**src/hdl/stepper_driver_uart_datagram_codec_core_macros.svh**
```systemverilog
// Assertion macros for the datagram codec core.
// Depends on nothing; files that assert take it by include.
`ifndef STEPPER_DRIVER_UART_DATAGRAM_CODEC_CORE_MACROS_SVH
`define STEPPER_DRIVER_UART_DATAGRAM_CODEC_CORE_MACROS_SVH
`ifndef ASSERT_OFF
// Property checked on every clock edge out of reset.
`define SDC_ASSERT_CLK(lbl, prop, msg) \
	lbl: assert property (@(posedge clk) disable iff (!arst_n) prop) else $error(msg);
// Antecedent in one cycle implies consequent in the next.
`define SDC_ASSERT_NEXT(lbl, ante, cons, msg) \
	lbl: assert property (@(posedge clk) disable iff (!arst_n) (ante) |=> (cons)) else $error(msg);
`else
`define SDC_ASSERT_CLK(lbl, prop, msg)
`define SDC_ASSERT_NEXT(lbl, ante, cons, msg)
`endif
`endif

```
**src/hdl/sdc_pkg.sv**
```systemverilog
// Shared types, codes, constants and helper functions of the datagram codec.
// No dependencies.
package sdc_pkg;

	// input actions
	localparam logic [1:0] ACT_READ  = 2'd0;
	localparam logic [1:0] ACT_WRITE = 2'd1;
	localparam logic [1:0] ACT_REPLY = 2'd2;

	// result kinds and read status codes
	localparam logic       KIND_TX     = 1'b0;
	localparam logic       KIND_RESULT = 1'b1;
	localparam logic [1:0] ST_OK       = 2'd0;
	localparam logic [1:0] ST_MISMATCH = 2'd1;
	localparam logic [1:0] ST_BADLEN   = 2'd2;

	// datagram constants
	localparam logic [7:0] SYNC_REQ   = 8'hF5;
	localparam logic [7:0] SYNC_RPL   = 8'h05;
	localparam logic [7:0] ADDR_RPL   = 8'hFF;
	localparam logic [7:0] CRC_POLY   = 8'h07;
	localparam logic [3:0] REPLY_LEN  = 4'd10;
	localparam logic [3:0] READ_LEN   = 4'd5;
	localparam logic [3:0] WRITE_LEN  = 4'd10;
	localparam logic [3:0] READ_CRC_N = 4'd3;
	localparam logic [3:0] FULL_CRC_N = 4'd7;
	localparam logic [3:0] CNT_MAX    = 4'd15;

	localparam int QUEUE_DEPTH = 2;

	typedef enum logic [1:0] {
		CMD_READ,
		CMD_WRITE,
		CMD_DECODE
	} cmd_kind_t;

	// one queued job; rbuf holds reply byte i at bits [8i+7:8i]
	typedef struct packed {
		cmd_kind_t   kind;
		logic        len_ok;
		logic [7:0]  node;
		logic [6:0]  reg_addr;
		logic [31:0] wval;
		logic [79:0] rbuf;
	} cmd_t;

	typedef struct packed {
		logic valid;
		cmd_t cmd;
	} push_t;

	// one byte of CRC8, data taken LSB first
	function automatic logic [7:0] crc8_byte(input logic [7:0] crc, input logic [7:0] data);
		logic [7:0] c;
		logic [7:0] b;
		logic       fb;
		c = crc;
		b = data;
		for (int k = 0; k < 8; k++) begin
			fb = c[7] ^ b[0];
			c  = {c[6:0], 1'b0};
			if (fb) begin
				c = c ^ CRC_POLY;
			end
			b = {1'b0, b[7:1]};
		end
		return c;
	endfunction

	// four bytes {b3,b2,b1,b0} framed with start/stop bits, packed LSB first
	function automatic logic [39:0] pack4(input logic [31:0] b);
		return {1'b1, b[31:24], 1'b0, 1'b1, b[23:16], 1'b0,
			1'b1, b[15:8], 1'b0, 1'b1, b[7:0], 1'b0};
	endfunction

endpackage

```
**src/hdl/sdc_ifs.sv**
```systemverilog
// Request and response channel interfaces of the datagram codec.
// Depends on nothing but plain logic types.
interface sdc_req_if;
	logic        valid;
	logic        ready;
	logic [1:0]  action;
	logic [7:0]  node_addr;
	logic [6:0]  reg_addr;
	logic [31:0] write_value;
	logic [7:0]  reply_byte;
	logic        reply_last;

	modport source (output valid, action, node_addr, reg_addr, write_value,
		reply_byte, reply_last, input ready);
	modport sink (input valid, action, node_addr, reg_addr, write_value,
		reply_byte, reply_last, output ready);
endinterface

interface sdc_rsp_if;
	logic        valid;
	logic        ready;
	logic        result_kind;
	logic [7:0]  out_byte;
	logic        out_last;
	logic [31:0] read_value;
	logic [1:0]  read_status;

	modport source (output valid, result_kind, out_byte, out_last, read_value,
		read_status, input ready);
	modport sink (input valid, result_kind, out_byte, out_last, read_value,
		read_status, output ready);
endinterface

```
**src/hdl/stepper_driver_uart_datagram_codec_core.sv**
```systemverilog
// Top level of the single-wire stepper-driver UART datagram codec.
// Depends on sdc_pkg, sdc_ifs, sdc_front, sdc_fifo, sdc_back and the macro header.
//
// Usage:
//  req  (sink)   : one word per action - read request, write request or reply byte.
//  rsp  (source) : transmit bytes (result_kind 0) and decode results (result_kind 1).
//  A read request yields 5 line bytes, a write request 10, both with out_last on the
//  final byte. Reply bytes are stored until the one flagged reply_last; that word
//  yields one decode result (value, status) with out_last set.
// Timing:
//  A request's first byte reaches rsp through the queue, the back end's job register
//  and the output register. The back end pops a job only when idle, then walks its
//  line bytes in turn. A full reply check walks all ten bytes against the re-encoded
//  datagram before its result; a reply of the wrong length skips the walk. Non-final
//  reply bytes queue no job. The CRC is folded in one byte per cycle alongside the
//  byte walk; a stall on rsp holds both.
// Reset clears the queue, the reply byte count, the back end's busy flag and the output valid.
// A stall on rsp holds the output register and the back end; the queue
// (QueueDepth jobs) keeps req open until it fills.
`include "stepper_driver_uart_datagram_codec_core_macros.svh"

module stepper_driver_uart_datagram_codec_core #(
	parameter int QueueDepth = sdc_pkg::QUEUE_DEPTH
) (
	input  logic      clk,
	input  logic      arst_n,
	sdc_req_if.sink   req,
	sdc_rsp_if.source rsp
);
	import sdc_pkg::*;

	push_t push;
	cmd_t  head;
	logic  q_full;
	logic  q_empty;
	logic  pop;
	logic  rsp_result;
	logic  result_ok;
	logic  rsp_mism;
	logic  mism_ok;

	// front: classify words, gather reply bytes, queue jobs
	sdc_front u_front (
		.clk    (clk),
		.arst_n (arst_n),
		.req    (req),
		.q_full (q_full),
		.push   (push)
	);

	// job queue decoupling the two halves
	sdc_fifo #(
		.Depth (QueueDepth)
	) u_fifo (
		.clk    (clk),
		.arst_n (arst_n),
		.push   (push),
		.pop    (pop),
		.head   (head),
		.full   (q_full),
		.empty  (q_empty)
	);

	// back: byte sequencer, CRC and reply check, registered output
	sdc_back u_back (
		.clk     (clk),
		.arst_n  (arst_n),
		.head    (head),
		.q_empty (q_empty),
		.pop     (pop),
		.rsp     (rsp)
	);

	assign rsp_result = rsp.valid && (rsp.result_kind == KIND_RESULT);
	assign result_ok  = rsp.out_last && (rsp.out_byte == 8'h00);
	assign rsp_mism   = rsp.valid && (rsp.read_status == ST_MISMATCH);
	assign mism_ok    = (rsp.read_value == 32'hFFFF_FFFF);

	// a full queue must close the request channel
	`SDC_ASSERT_CLK(a_full_blocks, q_full |-> !req.ready, "request accepted into a full queue")
	// a job pushed into an empty queue is visible next cycle
	`SDC_ASSERT_NEXT(a_push_lands, push.valid && q_empty, !q_empty, "pushed job lost")
	// decode results always close the item and carry no line byte
	`SDC_ASSERT_CLK(a_result_form, rsp_result |-> result_ok, "malformed decode result")
	// mismatch always reports all ones
	`SDC_ASSERT_CLK(a_mismatch_val, rsp_mism |-> mism_ok, "mismatch with wrong value")

endmodule

```
**src/hdl/sdc_front.sv**
```systemverilog
// Front end: accepts words, collects reply bytes and queues jobs.
// Depends on sdc_pkg and sdc_req_if.
module sdc_front (
	input  logic          clk,
	input  logic          arst_n,
	sdc_req_if.sink       req,
	input  logic          q_full,
	output sdc_pkg::push_t push
);
	import sdc_pkg::*;

	logic [3:0]  cnt_q;
	logic [7:0]  buf_q [10];
	logic        accept;
	logic        is_reply;
	logic [79:0] snap;

	assign req.ready = !q_full;
	assign accept    = req.valid && req.ready;
	assign is_reply  = (req.action == ACT_REPLY);

	// buffer as it stands once this byte is stored
	always_comb begin
		for (int i = 0; i < 10; i++) begin
			snap[8*i +: 8] = (cnt_q == 4'(i)) ? req.reply_byte : buf_q[i];
		end
	end

	always_comb begin
		push.valid = accept && ((req.action == ACT_READ) || (req.action == ACT_WRITE) ||
			(is_reply && req.reply_last));
		unique case (req.action)
			ACT_READ:  push.cmd.kind = CMD_READ;
			ACT_WRITE: push.cmd.kind = CMD_WRITE;
			default:   push.cmd.kind = CMD_DECODE;
		endcase
		push.cmd.len_ok   = (cnt_q == REPLY_LEN - 4'd1);
		push.cmd.node     = req.node_addr;
		push.cmd.reg_addr = req.reg_addr;
		push.cmd.wval     = req.write_value;
		push.cmd.rbuf     = snap;
	end

	always_ff @(posedge clk or negedge arst_n) begin
		if (!arst_n) begin
			cnt_q <= '0;
		end else if (accept && is_reply) begin
			if (req.reply_last) begin
				cnt_q <= '0;
			end else if (cnt_q != CNT_MAX) begin
				cnt_q <= cnt_q + 4'd1;
			end
		end
	end

	// bytes past the tenth are dropped
	always_ff @(posedge clk) begin
		if (accept && is_reply && (cnt_q < REPLY_LEN)) begin
			buf_q[cnt_q] <= req.reply_byte;
		end
	end

endmodule

```
**src/hdl/sdc_fifo.sv**
```systemverilog
// Short job queue between front and back end.
// Depends on sdc_pkg.
module sdc_fifo #(
	parameter int Depth = sdc_pkg::QUEUE_DEPTH
) (
	input  logic           clk,
	input  logic           arst_n,
	input  sdc_pkg::push_t push,
	input  logic           pop,
	output sdc_pkg::cmd_t  head,
	output logic           full,
	output logic           empty
);
	import sdc_pkg::*;

	localparam int PtrW = (Depth > 1) ? $clog2(Depth) : 1;
	localparam int CntW = $clog2(Depth + 1);
	localparam logic [PtrW-1:0] LastPtr = PtrW'(Depth - 1);
	localparam logic [CntW-1:0] DepthC  = CntW'(Depth);

	cmd_t            mem_q [Depth];
	logic [PtrW-1:0] wr_q;
	logic [PtrW-1:0] rd_q;
	logic [CntW-1:0] cnt_q;
	logic            do_push;
	logic            do_pop;

	assign full    = (cnt_q == DepthC);
	assign empty   = (cnt_q == '0);
	assign do_push = push.valid && !full;
	assign do_pop  = pop && !empty;
	assign head    = mem_q[rd_q];

	always_ff @(posedge clk or negedge arst_n) begin
		if (!arst_n) begin
			wr_q  <= '0;
			rd_q  <= '0;
			cnt_q <= '0;
		end else begin
			if (do_push) begin
				wr_q <= (wr_q == LastPtr) ? '0 : wr_q + PtrW'(1);
			end
			if (do_pop) begin
				rd_q <= (rd_q == LastPtr) ? '0 : rd_q + PtrW'(1);
			end
			if (do_push && !do_pop) begin
				cnt_q <= cnt_q + CntW'(1);
			end else if (do_pop && !do_push) begin
				cnt_q <= cnt_q - CntW'(1);
			end
		end
	end

	always_ff @(posedge clk) begin
		if (do_push) begin
			mem_q[wr_q] <= push.cmd;
		end
	end

endmodule

```
**src/hdl/sdc_back.sv**
```systemverilog
// Back end: builds datagrams byte by byte, runs the CRC and checks replies.
// Depends on sdc_pkg and sdc_rsp_if.
module sdc_back (
	input  logic          clk,
	input  logic          arst_n,
	input  sdc_pkg::cmd_t head,
	input  logic          q_empty,
	output logic          pop,
	sdc_rsp_if.source     rsp
);
	import sdc_pkg::*;

	cmd_t        cmd_q;
	logic        busy_q;
	logic [3:0]  idx_q;
	logic [7:0]  crc_q;
	logic        mism_q;
	logic        vld_q;
	logic        kind_q;
	logic [7:0]  byte_q;
	logic        last_q;
	logic [31:0] val_q;
	logic [1:0]  stat_q;

	logic [7:0]  m [8];
	logic [79:0] line;
	logic [7:0]  line_b [10];
	logic [7:0]  rx_b [10];
	logic [7:0]  line_sel;
	logic [7:0]  rx_sel;
	logic [7:0]  m_sel;
	logic [31:0] dval;
	logic [3:0]  crc_n;
	logic [3:0]  tx_len;
	logic        absorb;
	logic        adv;

	assign pop = !busy_q && !q_empty;
	assign adv = !vld_q || rsp.ready;

	// value bytes sit in symbols 3..6 of the received reply
	assign dval = {cmd_q.rbuf[38:31], cmd_q.rbuf[48:41], cmd_q.rbuf[58:51],
		cmd_q.rbuf[68:61]};

	always_comb begin
		unique case (cmd_q.kind)
			CMD_READ: begin
				m[0] = SYNC_REQ;
				m[1] = cmd_q.node;
				m[2] = {1'b0, cmd_q.reg_addr};
				m[3] = crc_q;
				m[4] = '0;
				m[5] = '0;
				m[6] = '0;
				m[7] = '0;
			end
			CMD_WRITE: begin
				m[0] = SYNC_REQ;
				m[1] = cmd_q.node;
				m[2] = {1'b1, cmd_q.reg_addr};
				m[3] = cmd_q.wval[31:24];
				m[4] = cmd_q.wval[23:16];
				m[5] = cmd_q.wval[15:8];
				m[6] = cmd_q.wval[7:0];
				m[7] = crc_q;
			end
			default: begin
				m[0] = SYNC_RPL;
				m[1] = ADDR_RPL;
				m[2] = {1'b0, cmd_q.reg_addr};
				m[3] = dval[31:24];
				m[4] = dval[23:16];
				m[5] = dval[15:8];
				m[6] = dval[7:0];
				m[7] = crc_q;
			end
		endcase
	end

	assign line = {pack4({m[7], m[6], m[5], m[4]}), pack4({m[3], m[2], m[1], m[0]})};

	always_comb begin
		for (int i = 0; i < 10; i++) begin
			line_b[i] = line[8*i +: 8];
			rx_b[i]   = cmd_q.rbuf[8*i +: 8];
		end
	end

	assign line_sel = (idx_q < REPLY_LEN) ? line_b[idx_q] : '0;
	assign rx_sel   = (idx_q < REPLY_LEN) ? rx_b[idx_q] : '0;
	assign m_sel    = m[idx_q[2:0]];
	assign crc_n    = (cmd_q.kind == CMD_READ) ? READ_CRC_N : FULL_CRC_N;
	assign tx_len   = (cmd_q.kind == CMD_READ) ? READ_LEN : WRITE_LEN;
	// crc_q holds the CRC over m[0..idx-1] while idx is below crc_n
	assign absorb   = (idx_q < crc_n);

	always_ff @(posedge clk or negedge arst_n) begin
		if (!arst_n) begin
			busy_q <= 1'b0;
			vld_q  <= 1'b0;
		end else begin
			if (adv) begin
				vld_q <= 1'b0;
			end
			if (pop) begin
				busy_q <= 1'b1;
			end else if (busy_q && adv) begin
				unique case (cmd_q.kind)
					CMD_READ, CMD_WRITE: begin
						vld_q <= 1'b1;
						if (idx_q == tx_len - 4'd1) begin
							busy_q <= 1'b0;
						end
					end
					default: begin
						if (!cmd_q.len_ok || (idx_q == REPLY_LEN)) begin
							vld_q  <= 1'b1;
							busy_q <= 1'b0;
						end
					end
				endcase
			end
		end
	end

	always_ff @(posedge clk) begin
		if (pop) begin
			cmd_q  <= head;
			idx_q  <= '0;
			crc_q  <= '0;
			mism_q <= 1'b0;
		end else if (busy_q && adv) begin
			if (absorb) begin
				crc_q <= crc8_byte(crc_q, m_sel);
			end
			unique case (cmd_q.kind)
				CMD_READ, CMD_WRITE: begin
					idx_q  <= idx_q + 4'd1;
					kind_q <= KIND_TX;
					byte_q <= line_sel;
					last_q <= (idx_q == tx_len - 4'd1);
					val_q  <= '0;
					stat_q <= ST_OK;
				end
				default: begin
					kind_q <= KIND_RESULT;
					byte_q <= '0;
					last_q <= 1'b1;
					if (!cmd_q.len_ok) begin
						val_q  <= '0;
						stat_q <= ST_BADLEN;
					end else if (idx_q == REPLY_LEN) begin
						val_q  <= mism_q ? '1 : dval;
						stat_q <= mism_q ? ST_MISMATCH : ST_OK;
					end else begin
						idx_q  <= idx_q + 4'd1;
						mism_q <= mism_q | (line_sel != rx_sel);
					end
				end
			endcase
		end
	end

	assign rsp.valid       = vld_q;
	assign rsp.result_kind = kind_q;
	assign rsp.out_byte    = byte_q;
	assign rsp.out_last    = last_q;
	assign rsp.read_value  = val_q;
	assign rsp.read_status = stat_q;

endmodule

```
**src/flat_wrapper.sv**
```systemverilog
// flat-port wrapper written by rule: the top's interface ports become plain ports
module stepper_driver_uart_datagram_codec_core_flat import sdc_pkg::*;
#(
	parameter int QueueDepth = sdc_pkg::QUEUE_DEPTH
)
  (clk, arst_n, req_valid, req_action, req_node_addr, req_reg_addr, req_write_value, req_reply_byte, req_reply_last, req_ready, rsp_valid, rsp_result_kind, rsp_out_byte, rsp_out_last, rsp_read_value, rsp_read_status, rsp_ready);
  sdc_req_if req_i ();
  sdc_rsp_if rsp_i ();
  input  logic clk;
  input  logic arst_n;
  input wire logic [$bits(req_i.valid)-1:0] req_valid;
  input wire logic [$bits(req_i.action)-1:0] req_action;
  input wire logic [$bits(req_i.node_addr)-1:0] req_node_addr;
  input wire logic [$bits(req_i.reg_addr)-1:0] req_reg_addr;
  input wire logic [$bits(req_i.write_value)-1:0] req_write_value;
  input wire logic [$bits(req_i.reply_byte)-1:0] req_reply_byte;
  input wire logic [$bits(req_i.reply_last)-1:0] req_reply_last;
  output wire logic [$bits(req_i.ready)-1:0] req_ready;
  output wire logic [$bits(rsp_i.valid)-1:0] rsp_valid;
  output wire logic [$bits(rsp_i.result_kind)-1:0] rsp_result_kind;
  output wire logic [$bits(rsp_i.out_byte)-1:0] rsp_out_byte;
  output wire logic [$bits(rsp_i.out_last)-1:0] rsp_out_last;
  output wire logic [$bits(rsp_i.read_value)-1:0] rsp_read_value;
  output wire logic [$bits(rsp_i.read_status)-1:0] rsp_read_status;
  input wire logic [$bits(rsp_i.ready)-1:0] rsp_ready;
  assign req_i.valid = req_valid;
  assign req_i.action = req_action;
  assign req_i.node_addr = req_node_addr;
  assign req_i.reg_addr = req_reg_addr;
  assign req_i.write_value = req_write_value;
  assign req_i.reply_byte = req_reply_byte;
  assign req_i.reply_last = req_reply_last;
  assign req_ready = req_i.ready;
  assign rsp_valid = rsp_i.valid;
  assign rsp_result_kind = rsp_i.result_kind;
  assign rsp_out_byte = rsp_i.out_byte;
  assign rsp_out_last = rsp_i.out_last;
  assign rsp_read_value = rsp_i.read_value;
  assign rsp_read_status = rsp_i.read_status;
  assign rsp_i.ready = rsp_ready;
  stepper_driver_uart_datagram_codec_core #(.QueueDepth(QueueDepth)) u_core (.clk(clk), .arst_n(arst_n), .req(req_i), .rsp(rsp_i));
endmodule
```
**config.mk**
```make
export PLATFORM = sky130hd
export DESIGN_NAME = stepper_driver_uart_datagram_codec_core_flat
export DESIGN_NICKNAME = d
export VERILOG_FILES = /design/src/hdl/sdc_pkg.sv /design/src/hdl/sdc_ifs.sv /design/src/hdl/stepper_driver_uart_datagram_codec_core.sv /design/src/hdl/sdc_front.sv /design/src/hdl/sdc_fifo.sv /design/src/hdl/sdc_back.sv /design/src/flat_wrapper.sv
export VERILOG_INCLUDE_DIRS = /design/src /design/src/hdl
export SDC_FILE = /design/constraint.sdc
export NUM_CORES = 1
export LEC_CHECK = 0
export BUFFER_PORTS_ARGS = -buffer_cell sky130_fd_sc_hd__buf_2
export CAP_MARGIN = 5
export CORE_MARGIN = 2
export CORE_UTILIZATION = 50
export CTS_CLUSTER_DIAMETER = 60
export DETAILED_ROUTE_END_ITERATION = 10
export PLACE_DENSITY = 0.66
export SLEW_MARGIN = 15
export SYNTH_ARGS = -nofsm -noshare
export SYNTH_HDL_FRONTEND = slang
export SYNTH_SLANG_ARGS = --single-unit
```
**constraint.sdc**
```tcl
create_clock -name clk -period 11.5 [get_ports clk]
set_clock_uncertainty 0.1 [all_clocks]
set_input_delay 0.575 -clock clk [delete_from_list [all_inputs] [get_ports clk]]
set_output_delay 0.575 -clock clk [all_outputs]
set_load 0.02 [all_outputs]
```
==> flow_metrics.py <==
metrics = {
    "finish": {
        "layout-drive-gt1-share_pct": 31.15,
        "fill_cells": 3384,
        "instances_no_fill": 2076,
        "finish.utilization_pct": 56.89,
        "area_growth_pct": 12.83,
        "nNetsFinal": 1506,
    },
    "sta": {
        "finalCriticalPeriod_ns": 3.856,
        "rsz0062_at_grt": "no",
        "hold_violations": 0,
        "timing.final.crit_share_pct": 33.53,
        "tightest_slew_ns": 1.171,
        "maxSlewHeadroom_pct": 21.95,
        "setup_viol": 0,
        "tns_ns": 0,
        "fmax_mhz": 259.3,
        "drv_slew": 0,
    },
    "setup_path": {
        "worst-path-stages": 9,
        "r2r_cells": 9,
        "crit_type": "reg2reg",
        "slowest_delay_ns": 0.64,
        "regToRegStartpoint": "u_core.u_back.idx_q[0]",
        "path_delay_family": "simple AND/OR/NAND/NOR gates",
        "end_kind": "register",
        "crit_fanout": 56,
        "worstPathRequired_ns": 11.87,
        "reg2reg_slack_ns": 7.64,
        "crit_slowest_cell": "buf_4",
        "startpoint_type": "register",
        "crit_end": "u_core.u_back.crc_q[1]",
        "r2r-end": "u_core.u_back.crc_q[1]",
        "arrival_ns": 4.22,
        "path_cells": "buf_4, nand2b_1, or3_1, nand4_1, nor4b_1, xor2_1, xnor2_1, nand2_1, mux2i_1",
        "cp-startpoint": "u_core.u_back.idx_q[0]",
        "cp.buffers_inverters": 1,
    },
    "yosys": {
        "synthMostInstantiatedCell": "edfxtp_1",
        "synth_fp_nets": 1409,
        "synth_top_area_share_pct": 69.52,
        "synth_warnings": 0,
        "synthCells": 1340,
        "ys_types": 81,
        "yosysTopAreaCell": "edfxtp_1",
        "synth.area.top_cells": "edfxtp_1 (70%), mux2_2 (11%), mux4_2 (2.2%), nor2_1 (1.8%), dfxtp_1 (1.2%)",
        "ys_top_cells_by_count": "edfxtp_1 (514), mux2_2 (215), nor2_1 (108)",
        "netlist_area_sq_um": 22200,
        "ys_async_sr_fraction_pct": 1.862,
        "seq_area_frac_synth_pct": 71.82,
        "synth_edf_count": 514,
        "synth.avg_cell_area_sq_um": 16.57,
        "ys_ff_latch": 537,
        "synthFlopType": "edfxtp_1",
    },
    "power": {
        "p_leak_uw": 0.008490,
        "power_uw": 7037,
        "power_density_nw_per_um2": 280.9,
        "vdd_drop_max_mv": 0.1411,
    },
    "grt": {
        "grt_pass1_wl_microns": 77260,
        "antenna_found_initial": 2,
        "grt_pass1_vias": 11975,
        "grt_start_max_net_pins": 75,
        "overflow": 0,
        "grt_usage_pct": 22.67,
    },
    "clock_network": {
        "htree_levels": 2,
        "insertion_delay_ns": 0.60,
        "clock-sinks": 537,
        "cts_made_buffers": 54,
        "clk_path_buf_depth": 3,
        "cts_tree": "built",
        "clk_pin_slew_ns": 0.07,
        "cts_resized": 0,
        "cts_root_buffer": "clkbuf_16",
    },
    "min_path": {
        "hp-class": "in2reg",
    },
    "floorplan": {
        "start_util_pct": 50.42,
        "ios": 108,
        "row_count": 77,
        "die_w_microns": 214.7,
        "die_y_microns": 214.7,
        "die-area_sq_um": 46100,
        "core-area_sq_um": 44030,
    },
    "outcome": {
        "status": "complete, no violations",
    },
    "route": {
        "drcViolationCount": 0,
        "wl_per_cell_microns": 25.17,
        "vias": 11862,
        "drtIter0Drc": 1154,
        "ant_nets": 0,
        "firstDrtPassIters": 6,
        "viasPerCell": 5.714,
        "routed_wl_microns": 52250,
    },
    "job": {
        "drv_cap": 0,
    },
    "place": {
        "place_inst": 1972,
        "gp_congestion": 0.9395,
        "port_buffers": 107,
        "hpwlAfterDp_microns": 34400,
    },
}
-- repair_timing --
item                      CTS  global route
hold endpoints to repair   10             0
buffers inserted            0             0
hold buffers                1             0
-- cell type report --
cell class | count | area, sq um | share of cell area [%]
inverters | 12 | 47.55 | 0.1898
flip-flops and latches | 537 | 15950 | 63.68
well taps | 592 | 740.7 | 2.957
diodes | 1 | 2.502 | 0.009990
clock inverters | 37 | 345.3 | 1.379
multi-input cells | 709 | 5859 | 23.39
clock buffers | 65 | 1444 | 5.764
repair buffers | 123 | 658.1 | 2.627
-- state kept, by name (all words and copies together), names as in the netlist --
| name | flops |
|---|---|
| u_core.u_fifo.wr_q | 1 |
| u_core.u_back.rsp.read_value | 32 |
| u_core.u_back.rsp.read_status | 2 |
| u_core.u_back.rsp.out_last | 1 |
| u_core.u_back.cmd_q | 130 |
| u_core.u_back.mism_q | 1 |
| u_core.u_fifo.mem_q | 260 |
| u_core.u_back.rsp.result_kind | 1 |
| u_core.u_front.buf_q | 80 |
| u_core.u_fifo.rd_q | 1 |
| u_core.u_back.rsp.out_byte | 8 |
| u_core.u_fifo.cnt_q | 2 |
| u_core.u_front.cnt_q | 4 |
| u_core.u_back.rsp.valid | 1 |
| u_core.u_back.crc_q | 8 |
| u_core.u_back.busy_q | 1 |
| u_core.u_back.idx_q | 4 |
-- worst register-to-register path: cells and delay by family, from the launching register on --
kind | cells | cell delay (ns)
DFF | 1 | 0.57
and+or+nand+nor | 5 | 1.64
xor gates and xnor gates | 2 | 0.64
buffers and inverters | 1 | 0.65
muxes | 1 | 0.12
-- power by group --
group	leakage, uW	total, uW	switching [uW]	internal, uW
Clock	0.000868	1740	732	1010
Sequential	0.00499	3090	327	2760
Combinational	0.00264	2200	1350	855
Total	0.00849	7040	2410	4630
-- metrics by stage --
stage	area [sq um]	hold slack, ns	setup WS, ns
3_3_place_gp	23250	0.3730	7.491
4_1_cts	25050	0.03999	7.734
3_5_place_dp	23250	0.3813	7.478
5_1_grt	25050	0.05259	7.435
2_1_floorplan	22200	0.1794	4.013
6_report	25050	0.07708	7.644
-- per-layer routing --
| layer | track usage [%] | part of all wire (%) | wire length, microns | vias to the layer above |
|---|---|---|---|---|
| met5 | 0 | 0 | 0 | - |
| met4 | 6.898 | 2.6 | 1348 | 0 |
| met3 | 3.836 | 5.2 | 2722 | 82 |
| met2 | 37.59 | 49 | 25740 | 341 |
| met1 | 30.90 | 43 | 22440 | 6061 |
| li1 | - | - | - | 5378 |
-- layout by cell type (no fill, tap or decap), types with 7 or more instances in the layout --
| cell type | synthesis | final |
|---|---|---|
| mux4_2 | 22 | 22 |
| mux2i_1 | 20 | 20 |
| nor2_1 | 108 | 107 |
| nand2b_1 | 11 | 11 |
| mux2_2 | 215 | 215 |
| nand3_1 | 11 | 11 |
| dfrtp_1 | 10 | 9 |
| clkbuf_16 | 0 | 55 |
| xor2_1 | 15 | 15 |
| a22oi_1 | 19 | 19 |
| buf_4 | 3 | 15 |
| xnor2_1 | 15 | 15 |
| o21ai_0 | 29 | 29 |
| nor3_1 | 14 | 14 |
| clkinv_2 | 0 | 10 |
| dfxtp_1 | 13 | 11 |
| edfxtp_1 | 514 | 514 |
| ha_1 | 7 | 7 |
| clkbuf_1 | 39 | 7 |
| nand2_1 | 53 | 53 |
| inv_1 | 10 | 9 |
| clkinv_1 | 0 | 13 |
| a21oi_1 | 28 | 28 |
| buf_2 | 22 | 107 |
| nor2b_1 | 13 | 12 |
| a211oi_1 | 12 | 12 |
| a221oi_1 | 10 | 10 |
-- worst min-delay path by stage --
stage / startpoint / endpoint / slack [ns] / cells after the start
floorplan: arst_n / u_core.u_back.busy_q / 0.18 / 0
global placement: arst_n / u_core.u_front.cnt_q[0] / 0.37 / 1
detailed placement: arst_n / u_core.u_front.cnt_q[0] / 0.38 / 1
CTS: req_write_value[11] / u_core.u_fifo.mem_q[1][91] / 0.04 / 1
global route: req_reg_addr[2] / u_core.u_fifo.mem_q[1][114] / 0.05 / 1
finish: req_node_addr[2] / u_core.u_fifo.mem_q[0][121] / 0.08 / 1
-- kinds of logic after synthesis --
| logic type | share of synthesized area [%] |
|---|---|
| flip-flops | 71.82 |
| multiplexers | 14.41 |
| AND/OR/NAND/NOR | 5.112 |
| AO/OA/AOI/OAI | 5.095 |
| buffers and inverters | 1.865 |
| XOR/XNOR | 1.257 |
| adder cells (fa/ha/maj) | 0.4396 |
Power figures use the tool's default switching activity.
